$ cat config.mk
export PLATFORM = sky130hd
export DESIGN_NAME = string_bucket_hash
export DESIGN_NICKNAME = d
export VERILOG_FILES = /design/src/design/sbh_pkg.sv /design/src/design/sbh_front.sv /design/src/design/sbh_queue.sv /design/src/design/sbh_back.sv /design/src/design/string_bucket_hash.sv
export SDC_FILE = /design/constraint.sdc
export NUM_CORES = 1
export LEC_CHECK = 0
export BUFFER_PORTS_ARGS = -buffer_cell sky130_fd_sc_hd__buf_4
export CAP_MARGIN = 20
export CORE_AREA = 2 2 229 400
export CTS_CLUSTER_SIZE = 14
export DETAILED_ROUTE_END_ITERATION = 10
export DIE_AREA = 0 0 231 402
export PLACE_DENSITY = 0.37
export SYNTH_ARGS = -nofsm -noshare
export SYNTH_HDL_FRONTEND = slang
export SYNTH_HIERARCHICAL = 1
export SYNTH_SLANG_ARGS = --single-unit
$ cat constraint.sdc
create_clock -name i_clk -period 4.87 [get_ports i_clk]
set_input_delay 0.487 -clock i_clk [delete_from_list [all_inputs] [get_ports i_clk]]
set_output_delay 0.487 -clock i_clk [all_outputs]
set_load 0.005 [all_outputs]
$ cat src/design/sbh_pkg.sv
// sbh_pkg: shared constants and helper functions for the string bucket hash.
// Used by every module of the block; no dependencies of its own.
`default_nettype none

package sbh_pkg;

    localparam int unsigned HASH_W       = 32;
    localparam int unsigned BYTE_W       = 8;
    localparam int unsigned BUCKET_W     = 17;
    localparam int unsigned INDEX_W      = 16;

    localparam int unsigned FOLD_SHIFT   = 3;
    localparam int unsigned MIX_SHIFT_A  = 11;
    localparam int unsigned MIX_SHIFT_B  = 13;
    localparam int unsigned MIX_SHIFT_C  = 23;

    localparam logic [BUCKET_W-1:0] BUCKET_RESET = 17'd1024;
    localparam logic [BUCKET_W-1:0] BUCKET_MAX   = 17'd65536;

    // depth of the queue between front and back
    localparam int unsigned QUEUE_DEPTH_DEFAULT = 4;

    typedef logic [HASH_W-1:0] t_hash;

    // v ^ (v >> 3)
    function automatic t_hash fold_word(input t_hash v);
        return v ^ (v >> FOLD_SHIFT);
    endfunction

endpackage

`default_nettype wire

$ cat src/design/sbh_front.sv
// sbh_front: byte gathering and word folding, one byte per cycle while i_accept is high.
// Depends on sbh_pkg; pushes the folded hash of each key into the queue.
`default_nettype none

module sbh_front
    import sbh_pkg::*;
(
    input  wire logic              i_clk,
    input  wire logic              i_rst_n,
    input  wire logic              i_accept,
    input  wire logic [BYTE_W-1:0] i_key_byte,
    input  wire logic              i_last_byte,
    output logic                   o_push,
    output t_hash                  o_hash
);

    t_hash      r_acc,   n_acc;
    t_hash      r_word,  n_word;
    logic [1:0] r_phase, n_phase;
    t_hash      w_word;

    // shift the new byte into the current group
    assign w_word = {r_word[HASH_W-BYTE_W-1:0], i_key_byte};

    // key end: fold the last group or tail into the accumulator
    assign o_push = i_accept && i_last_byte;
    assign o_hash = r_acc + fold_word(w_word);

    always_comb begin
        n_acc   = r_acc;
        n_word  = r_word;
        n_phase = r_phase;
        if (i_accept) begin
            if (i_last_byte) begin
                n_acc   = '0;
                n_word  = '0;
                n_phase = '0;
            end else if (r_phase == 2'd3) begin
                n_acc   = r_acc + fold_word(w_word);
                n_word  = '0;
                n_phase = '0;
            end else begin
                n_word  = w_word;
                n_phase = r_phase + 2'd1;
            end
        end
    end

    always_ff @(posedge i_clk) begin
        if (!i_rst_n) begin
            r_acc   <= '0;
            r_word  <= '0;
            r_phase <= '0;
        end else begin
            r_acc   <= n_acc;
            r_word  <= n_word;
            r_phase <= n_phase;
        end
    end

endmodule

`default_nettype wire

$ cat src/design/sbh_queue.sv
// sbh_queue: short register queue of folded hashes between front and back.
// Depends on sbh_pkg for the hash type.
`default_nettype none

module sbh_queue
    import sbh_pkg::*;
#(
    parameter int unsigned DEPTH = QUEUE_DEPTH_DEFAULT
)
(
    input  wire logic  i_clk,
    input  wire logic  i_rst_n,
    input  wire logic  i_push,
    input  wire t_hash i_data,
    output logic       o_full,
    input  wire logic  i_pop,
    output logic       o_empty,
    output t_hash      o_data
);

    localparam int unsigned PTR_W = (DEPTH > 1) ? $clog2(DEPTH) : 1;
    localparam int unsigned CNT_W = $clog2(DEPTH + 1);
    localparam logic [PTR_W-1:0] LAST_PTR = PTR_W'(DEPTH - 1);
    localparam logic [CNT_W-1:0] FULL_CNT = CNT_W'(DEPTH);

    t_hash            r_mem [DEPTH];
    logic [PTR_W-1:0] r_wr_ptr, r_rd_ptr;
    logic [CNT_W-1:0] r_count;
    logic             w_push, w_pop;

    assign o_full  = (r_count == FULL_CNT);
    assign o_empty = (r_count == '0);
    assign o_data  = r_mem[r_rd_ptr];
    assign w_push  = i_push && !o_full;
    assign w_pop   = i_pop && !o_empty;

    // storage
    always_ff @(posedge i_clk) begin
        if (w_push) begin
            r_mem[r_wr_ptr] <= i_data;
        end
    end

    // pointers and fill count
    always_ff @(posedge i_clk) begin
        if (!i_rst_n) begin
            r_wr_ptr <= '0;
            r_rd_ptr <= '0;
            r_count  <= '0;
        end else begin
            if (w_push) begin
                r_wr_ptr <= (r_wr_ptr == LAST_PTR) ? '0 : r_wr_ptr + 1'b1;
            end
            if (w_pop) begin
                r_rd_ptr <= (r_rd_ptr == LAST_PTR) ? '0 : r_rd_ptr + 1'b1;
            end
            if (w_push && !w_pop) begin
                r_count <= r_count + 1'b1;
            end else if (w_pop && !w_push) begin
                r_count <= r_count - 1'b1;
            end
        end
    end

endmodule

`default_nettype wire

$ cat src/design/sbh_back.sv
// sbh_back: final mix, bit-serial modulo by the bucket count, result register.
// Depends on sbh_pkg; takes folded hashes from sbh_queue.
`default_nettype none

module sbh_back
    import sbh_pkg::*;
(
    input  wire logic                i_clk,
    input  wire logic                i_rst_n,
    input  wire logic [BUCKET_W-1:0] i_bucket_count,
    input  wire logic                i_q_empty,
    input  wire t_hash               i_q_data,
    output logic                     o_q_pop,
    input  wire logic                i_pop,
    output logic                     o_empty,
    output logic [INDEX_W-1:0]       o_bucket_index,
    output t_hash                    o_mixed_hash
);

    localparam logic [2:0] ST_IDLE = 3'd0;
    localparam logic [2:0] ST_MIX1 = 3'd1;
    localparam logic [2:0] ST_MIX2 = 3'd2;
    localparam logic [2:0] ST_DIV  = 3'd3;
    localparam logic [2:0] ST_FIN  = 3'd4;

    localparam int unsigned CNT_W = $clog2(HASH_W);

    logic [2:0]          r_state;
    t_hash               r_h;
    t_hash               r_sum_a, r_sum_b;
    t_hash               r_mixed;
    t_hash               r_dividend;
    logic [BUCKET_W-1:0] r_divisor;
    logic [BUCKET_W-1:0] r_rem;
    logic [CNT_W-1:0]    r_cnt;
    logic                r_out_valid;
    logic [INDEX_W-1:0]  r_out_index;
    t_hash               r_out_mixed;

    logic [BUCKET_W:0]   w_trial;
    logic [BUCKET_W:0]   w_diff;
    logic                w_ge;
    logic [BUCKET_W-1:0] w_eff;
    logic                w_load_out;

    assign o_q_pop        = (r_state == ST_IDLE) && !i_q_empty;
    assign o_empty        = !r_out_valid;
    assign o_bucket_index = r_out_index;
    assign o_mixed_hash   = r_out_mixed;

    // effective bucket count: zero acts as one, large values saturate
    always_comb begin
        if (i_bucket_count == '0) begin
            w_eff = BUCKET_W'(1);
        end else if (i_bucket_count > BUCKET_MAX) begin
            w_eff = BUCKET_MAX;
        end else begin
            w_eff = i_bucket_count;
        end
    end

    // one restoring step of the modulo
    assign w_trial = {r_rem, r_dividend[HASH_W-1]};
    assign w_diff  = w_trial - {1'b0, r_divisor};
    assign w_ge    = (w_trial >= {1'b0, r_divisor});

    assign w_load_out = (r_state == ST_FIN) && (!r_out_valid || i_pop);

    // datapath
    always_ff @(posedge i_clk) begin
        unique case (r_state)
            ST_IDLE: begin
                r_h <= i_q_data;
            end
            ST_MIX1: begin
                r_sum_a <= r_h + (r_h >> MIX_SHIFT_A);
                r_sum_b <= (r_h >> MIX_SHIFT_B) + (r_h >> MIX_SHIFT_C);
            end
            ST_MIX2: begin
                r_mixed    <= r_sum_a + r_sum_b;
                r_dividend <= r_sum_a + r_sum_b;
                r_divisor  <= w_eff;
                r_rem      <= '0;
            end
            ST_DIV: begin
                r_rem      <= w_ge ? w_diff[BUCKET_W-1:0] : w_trial[BUCKET_W-1:0];
                r_dividend <= {r_dividend[HASH_W-2:0], 1'b0};
            end
            ST_FIN: begin
            end
            default: begin
            end
        endcase
        if (w_load_out) begin
            r_out_index <= r_rem[INDEX_W-1:0];
            r_out_mixed <= r_mixed;
        end
    end

    // sequencer and result valid
    always_ff @(posedge i_clk) begin
        if (!i_rst_n) begin
            r_state     <= ST_IDLE;
            r_cnt       <= '0;
            r_out_valid <= 1'b0;
        end else begin
            unique case (r_state)
                ST_IDLE: begin
                    if (!i_q_empty) begin
                        r_state <= ST_MIX1;
                    end
                end
                ST_MIX1: begin
                    r_state <= ST_MIX2;
                end
                ST_MIX2: begin
                    r_cnt   <= CNT_W'(HASH_W - 1);
                    r_state <= ST_DIV;
                end
                ST_DIV: begin
                    r_cnt <= r_cnt - 1'b1;
                    if (r_cnt == '0) begin
                        r_state <= ST_FIN;
                    end
                end
                ST_FIN: begin
                    if (w_load_out) begin
                        r_state <= ST_IDLE;
                    end
                end
                default: begin
                    r_state <= ST_IDLE;
                end
            endcase
            if (w_load_out) begin
                r_out_valid <= 1'b1;
            end else if (i_pop) begin
                r_out_valid <= 1'b0;
            end
        end
    end

endmodule

`default_nettype wire

$ cat src/design/string_bucket_hash.sv
// string_bucket_hash: top level, streaming key hash with bucket selection.
// Depends on sbh_pkg, sbh_front, sbh_queue and sbh_back.
//
// Usage:
//   Input queue side: drive i_key_byte/i_last_byte and raise i_push; a byte
//   transaction completes when i_push is high and o_full is low. The front
//   takes one byte per cycle and stalls only while the hash queue
//   (QUEUE_DEPTH entries) is full.
//   Result queue side: while o_empty is low, o_bucket_index and o_mixed_hash
//   hold the oldest result; raising i_pop takes it.
//   Config: i_cfg_data is written to the bucket count when i_cfg_valid is
//   high; o_cfg_ready is always high.
// Result path: after the last byte of a key the back end pops the queue,
//   mixes in ST_MIX1 and ST_MIX2, runs one modulo step per hash bit, then loads.
// Throughput: one byte per cycle at the input while the queue is not full;
//   the back end takes a new key only once its one-bit-per-cycle modulo loop
//   and result load are through. Shorter keys wait in the queue.
// Reset: clears the accumulator, queue and result; bucket count -> 1024.
// A stalled receiver holds the result; the back end then waits with the
//   next finished result and the queue fills, then o_full rises.
`default_nettype none

module string_bucket_hash
    import sbh_pkg::*;
#(
    parameter int unsigned QUEUE_DEPTH = QUEUE_DEPTH_DEFAULT
)
(
    input  wire logic                i_clk,
    input  wire logic                i_rst_n,
    input  wire logic                i_push,
    output logic                     o_full,
    input  wire logic [BYTE_W-1:0]   i_key_byte,
    input  wire logic                i_last_byte,
    output logic                     o_empty,
    input  wire logic                i_pop,
    output logic [INDEX_W-1:0]       o_bucket_index,
    output logic [HASH_W-1:0]        o_mixed_hash,
    input  wire logic                i_cfg_valid,
    output logic                     o_cfg_ready,
    input  wire logic [BUCKET_W-1:0] i_cfg_data
);

    logic [BUCKET_W-1:0] r_bucket_count;
    logic                w_accept;
    logic                w_push;
    t_hash               w_push_hash;
    logic                w_q_full, w_q_empty, w_q_pop;
    t_hash               w_q_data;

    assign o_cfg_ready = 1'b1;
    assign o_full      = w_q_full;
    assign w_accept    = i_push && !w_q_full;

    // bucket count register
    always_ff @(posedge i_clk) begin
        if (!i_rst_n) begin
            r_bucket_count <= BUCKET_RESET;
        end else if (i_cfg_valid) begin
            r_bucket_count <= i_cfg_data;
        end
    end

    sbh_front u_front (
        .i_clk       (i_clk),
        .i_rst_n     (i_rst_n),
        .i_accept    (w_accept),
        .i_key_byte  (i_key_byte),
        .i_last_byte (i_last_byte),
        .o_push      (w_push),
        .o_hash      (w_push_hash)
    );

    sbh_queue #(
        .DEPTH (QUEUE_DEPTH)
    ) u_queue (
        .i_clk   (i_clk),
        .i_rst_n (i_rst_n),
        .i_push  (w_push),
        .i_data  (w_push_hash),
        .o_full  (w_q_full),
        .i_pop   (w_q_pop),
        .o_empty (w_q_empty),
        .o_data  (w_q_data)
    );

    sbh_back u_back (
        .i_clk          (i_clk),
        .i_rst_n        (i_rst_n),
        .i_bucket_count (r_bucket_count),
        .i_q_empty      (w_q_empty),
        .i_q_data       (w_q_data),
        .o_q_pop        (w_q_pop),
        .i_pop          (i_pop),
        .o_empty        (o_empty),
        .o_bucket_index (o_bucket_index),
        .o_mixed_hash   (o_mixed_hash)
    );

endmodule

`default_nettype wire

# Word level (Yosys, flattened, before mapping)
# Memory sizes are Yosys's and may differ from the RTL's. A register that Yosys moved wholly into a read port is not among the register bits.
# Index checks and enable logic that the tools add are counted.
dict set report totals {
  ram_bits 128
  wordCells 93
  register_bits 301
  n_memories 1
  in_bits 31
}
# memory depth word_bits rd rd_clocked_by_memory_dff wr line_no
set memory_table {}
lappend memory_table {u_queue.r_mem 4 32 1 1 1 sbh_queue.sv:26} ;# t_hash r_mem [DEPTH];
dict set report op_classes {
  n_reduce_logical 25
  n_lt_le_gt_ge 2
  addsub 11
  mux 23
  bitwise_logic 1
  n_eq_ne 11
}
# op n
set op_table {}
lappend op_table {{$add A32 B32 Y32} 2}
lappend op_table {{$mux W32} 2}
lappend op_table {{$pmux W32 S2} 1}
lappend op_table {{$mux W24} 2}
lappend op_table {{$mux W17} 2}
lappend op_table {{$pmux W17 S2} 1}
lappend op_table {{$add A32 B21 Y32} 1}
lappend op_table {{$xor A32 B29 Y32} 1}
lappend op_table {{$add A19 B9 Y20} 1}
lappend op_table {{$ge A18 B17 Y1} 1}
lappend op_table {{$gt A17 B17 Y1 const B} 1}
lappend op_table {{$logic_not A17 Y1} 1}
lappend op_table {{$sub A17 B17 Y17} 1}
lappend op_table {{$mux W3} 5}
lappend op_table {{$pmux W3 S5} 1}
lappend op_table {{$pmux W5 S2} 1}
lappend op_table {{$logic_and A1 B1 Y1} 8}
lappend op_table {{$mux W2} 4}
lappend op_table {{$reduce_bool A2 Y1} 4}
lappend op_table {{$add A2 B1 Y2 const B} 3}
lappend op_table {{$eq A2 B2 Y1 const B} 3}
lappend op_table {{$eq A3 B2 Y1 const B} 2}
lappend op_table {{$eq A3 B3 Y1 const B} 2}
lappend op_table {{$logic_not A3 Y1} 2}
lappend op_table {{13 further kinds} 21}

# Longest topological paths before layout
dict set report depth {
  depth_word 9
  depth_mapped 13
  ltp_nobuf 12
}

# Modules after synthesis
# Netlist, hierarchy kept.
# module n_inst area_each_um2 cells_per_inst
set modules_own_cells {}
lappend modules_own_cells {sbh_back 1 12184.2 985}
lappend modules_own_cells {sbh_queue 1 5138.7 218}
lappend modules_own_cells {sbh_front 1 4249.1 509}
lappend modules_own_cells {string_bucket_hash 1 666.9 57}

# Worst setup path after synthesis
# Ideal clock, no wire load.
dict set report synth_timing {
  path_type {register to register}
  start {register u_back.r_state[0]}
  end {register u_back.r_sum_a[0], enable pin}
  path_stages_with_launch 3
  required_ns 4.333
  slack_ns -0.098
  period_less_slack_ns 4.968
  t_arrival_ns 4.431
  path_cell_list {dfxtp_1 > clkbuf_1 > nor3b_1}
}
dict set report synth_between {
  elab_chain_cells 1
}
# element line_no
set synth_lines {}
lappend synth_lines {{start, declared} sbh_back.sv:28} ;# logic [2:0] r_state;
lappend synth_lines {{start signal, assigned} sbh_back.sv:103} ;# r_state <= ST_IDLE;
lappend synth_lines {{start signal, assigned} sbh_back.sv:110} ;# r_state <= ST_MIX1;
lappend synth_lines {{start signal, assigned} sbh_back.sv:114} ;# r_state <= ST_MIX2;
lappend synth_lines {{$eq A3 B1 Y1} sbh_back.sv:71} ;# unique case (r_state)
lappend synth_lines {{end signal, assigned} sbh_back.sv:76} ;# r_sum_a <= r_h + (r_h >> MIX_SHIFT_A);
lappend synth_lines {{end, declared} sbh_back.sv:30} ;# t_hash r_sum_a, r_sum_b;
# No other way between the ends.
# A chain may end at the register's enable or synchronous reset.

# Worst setup path in the final report
dict set report layout_timing {
  start {register u_back.r_dividend[31]}
  end {register u_back.r_rem[3] (data pin)}
}
dict set report layout_between {
  elab_chain_cells 3
}
# element line_no
set layout_lines {}
lappend layout_lines {{start, declared} sbh_back.sv:32} ;# t_hash r_dividend;
lappend layout_lines {{start signal, assigned} sbh_back.sv:81} ;# r_dividend <= r_sum_a + r_sum_b;
lappend layout_lines {{start signal, assigned} sbh_back.sv:87} ;# r_dividend <= {r_dividend[HASH_W-2:0], 1'b0};
lappend layout_lines {{$sub A17 B17 Y17 or $ge A18 B17 Y1 (tied branches)} {sbh_back.sv:64, sbh_back.sv:65}}
lappend layout_lines {{$mux W17 (*)} sbh_back.sv:86} ;# r_rem <= w_ge ? w_diff[BUCKET_W-1:0] : w_trial[BUCKET_W-1:0];
lappend layout_lines {{$pmux W17 S2 (*)} sbh_back.sv:71}
lappend layout_lines {{end signal, assigned} sbh_back.sv:86}
lappend layout_lines {{end, declared} sbh_back.sv:34} ;# logic [BUCKET_W-1:0] r_rem;
# Mark *: on every way between the ends. The rest lies on a longest branch, timed or not.

==> metrics <==
Hold Path Origin i_cfg_data[10]; area grow syn2layout 16.0%; TritonCTS clock tree built; via count 13800; antenna diode count 0; Avg Inst Size Synth 12.6 um2; post-synthesis sequential area ratio 0.567; gp weighted congestion 0.843; DRT Pass-1 Iters 4; Synthesis Warnings 6; # rows 146; post-route ant nets 0; worst setup margin 1.38 ns; DRC errors left 0; synthesized area 22200 um2; Vias/cell 4.48; Port Buffer Count 80; Mapped Nets 1918; Max Clock Freq 287 MHz; H-tree lvl count 2; Post-CTS Setup Repair Bufs 0; DRT Wirelength 54.3 mm; post-cts resize count 0; Worst-Margin Slew 1.02 ns; antenna violations before repair 0; core region area 89900 um2; worst endpoint required time 5.20 ns; Hold Crit Class primary input to flip-flop; final hold viol count 0; nets@finish 2002; post-route minimum period 3.49 ns; die width 231 um; reg2reg start u_back/r_dividend[31]$_DFFE_PP_; critical path class flip-flop to flip-flop; Yosys reg bits 451; Root Buffer clkbuf_16; leak pwr 9.50 nW; count leader, synth edfxtp_1; TritonCTS Buffers 48; Avg WL per Cell 17.6 um; Total GRT Usage 0.118; Final Cycle Share 0.717; Final Skew 0.0216 ns; starting DRC count in detailed routing 743; clock sink total 451; Longest Clk Path Bufs 3; Cells after Synth 1769; Die ar. 92900 um2; I/O pins 82; RSZ-0062 raised after global routing no; top post-synthesis cells by count edfxtp_1, nand2_1, a21oi_1, ha_1, dfxtp_1; hpwl dp 39.7 mm; top cells by area, synth edfxtp_1, dfxtp_1, ha_1, mux4_2, xnor2_1; crit path DAT 3.82 ns; EDFF count, synth 358; post-synth top area cell edfxtp_1; maximum VDD drop 0.241 mV; Final Power 16.1 mW; first-pass GRT wire length 85.3 mm; initial core utilization 0.247; max_slew headroom 0.321; outcome completed; Clock transition at path regs 0.06 ns; worst hold slack 0.127 ns; share of cells above drive strength 1 0.136; largest net degree at the start of global routing 76; Slew Viols, Final 0; clk_lat worst skew 0.61 ns; crit start category flip-flop; CP endpoint kind flip-flop; post-route setup TNS 0 ns; area fraction of the dominant cell type after synthesis 0.483; GRT overflow 0; count of cell types in the netlist 88; Critical Path Source u_back/r_dividend[31]$_DFFE_PP_; max_cap viols 0; CP max FO 13; post-cts hold buffer count 0; vias in the first global route 14800; prevailing post-synth register cell edfxtp_1; post-synthesis async set-or-reset flop share 0; power density of the placed cells 626 nW/um2; Post-Place Setup Slack 1.20 ns; Die Ht 402 um; final-report setup violation count 0
-- per-layer routing --
layer	track usage	vias up	wire length [um]
li1	-	6786	-
met1	0.119	6699	20600
met2	0.234	200	30100
met3	0.0161	104	1410
met4	0.0532	0	2240
met5	0	-	0
-- flip-flops by register name, indices dropped and copies added (netlist names), 2 cells and up, named ones only --
signal,count
u_back/o_mixed_hash,32
u_queue/r_count,3
u_back/r_h,32
u_back/r_sum_a,32
u_queue/r_rd_ptr,2
u_back/o_bucket_index,16
u_back/r_cnt,5
u_back/r_divisor,17
u_queue/r_mem,128
r_bucket_count,17
u_back/r_dividend,32
u_back/r_rem,17
u_front/r_word,24
u_back/r_mixed,32
u_queue/r_wr_ptr,2
u_back/r_state,3
u_front/r_acc,32
u_front/r_phase,2
u_back/r_sum_b,20
-- final timing paths --
kind                                                          end  slack [ns]  cells past startpoint
worst max-delay path                u_back/r_rem[3]$_SDFFCE_PN0P_        1.38                     12
worst max register to register      u_back/r_rem[3]$_SDFFCE_PN0P_        1.38                     12
worst min-delay path              r_bucket_count[10]$_SDFFE_PN1P_        0.13                      3
worst min register to register  u_back/o_mixed_hash[20]$_DFFE_PP_        0.42                      0
-- cell type report --
cell class	instances	area [um2]
clock buffers	60	1290
clock inverters	30	324
fillers	9201	64100
inverters	53	199
multi-input cells	1200	9110
flip-flops and latches	451	12600
well taps	1184	1480
repair buffers	99	768
-- cells by family (layout without fill, tap and decap cells) --
| kind of cell | Yosys count | after routing | synth area share |
|---|---|---|---|
| AOI/OAI and AO/OA | 374 | 374 | 0.114 |
| xor gates and xnor gates | 146 | 146 | 0.0575 |
| adders and majority gates | 118 | 118 | 0.0684 |
| buffers and inverters | 118 | 242 | 0.0256 |
| DFF | 451 | 451 | 0.567 |
| muxes | 83 | 83 | 0.0566 |
| other | 1 | 1 | 0.000169 |
| and+or+nand+nor | 478 | 478 | 0.111 |
-- critical path: stages (launching register included) --
cell      delay, ns
edfxtp_1       0.36
inv_1          0.09
ha_1           0.16
inv_1          0.05
fa_1           0.41
a21oi_1        0.26
o221ai_1       0.19
a21oi_2        0.29
o21ai_1        0.18
a211oi_4       0.58
buf_4          0.35
mux2i_1        0.22
nor2_1         0.05
-- power breakdown --
part | switching [mW] | internal, mW
registers | 0.657 | 5.70
clock network | 1.58 | 2.20
logic | 3.54 | 2.45
total | 5.78 | 10.3
-- layout by cell type (no fill, tap or decap), types with 11 or more instances in the layout --
cell	instances
nand3_1	31
a21o_1	36
clkbuf_16	49
and3_1	15
and2_1	34
inv_1	52
mux2i_1	35
a22oi_1	13
nand4_1	23
edfxtp_1	358
mux2_2	16
a22o_1	15
nor2_1	79
a31oi_1	17
o21bai_1	12
mux4_2	30
dfxtp_1	92
xor2_1	71
o21a_1	15
nand2b_1	11
a211oi_1	14
nor3_1	21
nor2b_1	88
nor4_1	11
nand2_1	122
ha_1	112
xnor2_1	75
a21oi_1	113
o21ai_0	46
buf_4	97
clkinv_2	11
-- metrics by stage --
| step | std cells | util | area (um2) |
|---|---|---|---|
| after floorplan | 1769 | - | 22200 |
| after global placement | 2986 | 0.269 | 24200 |
| after detailed placement | 2986 | 0.269 | 24200 |
| after CTS | 3076 | 0.287 | 25800 |
| after global routing | 3077 | 0.287 | 25800 |
| final | 3077 | 0.287 | 25800 |
(Power assumes the default switching activity.)
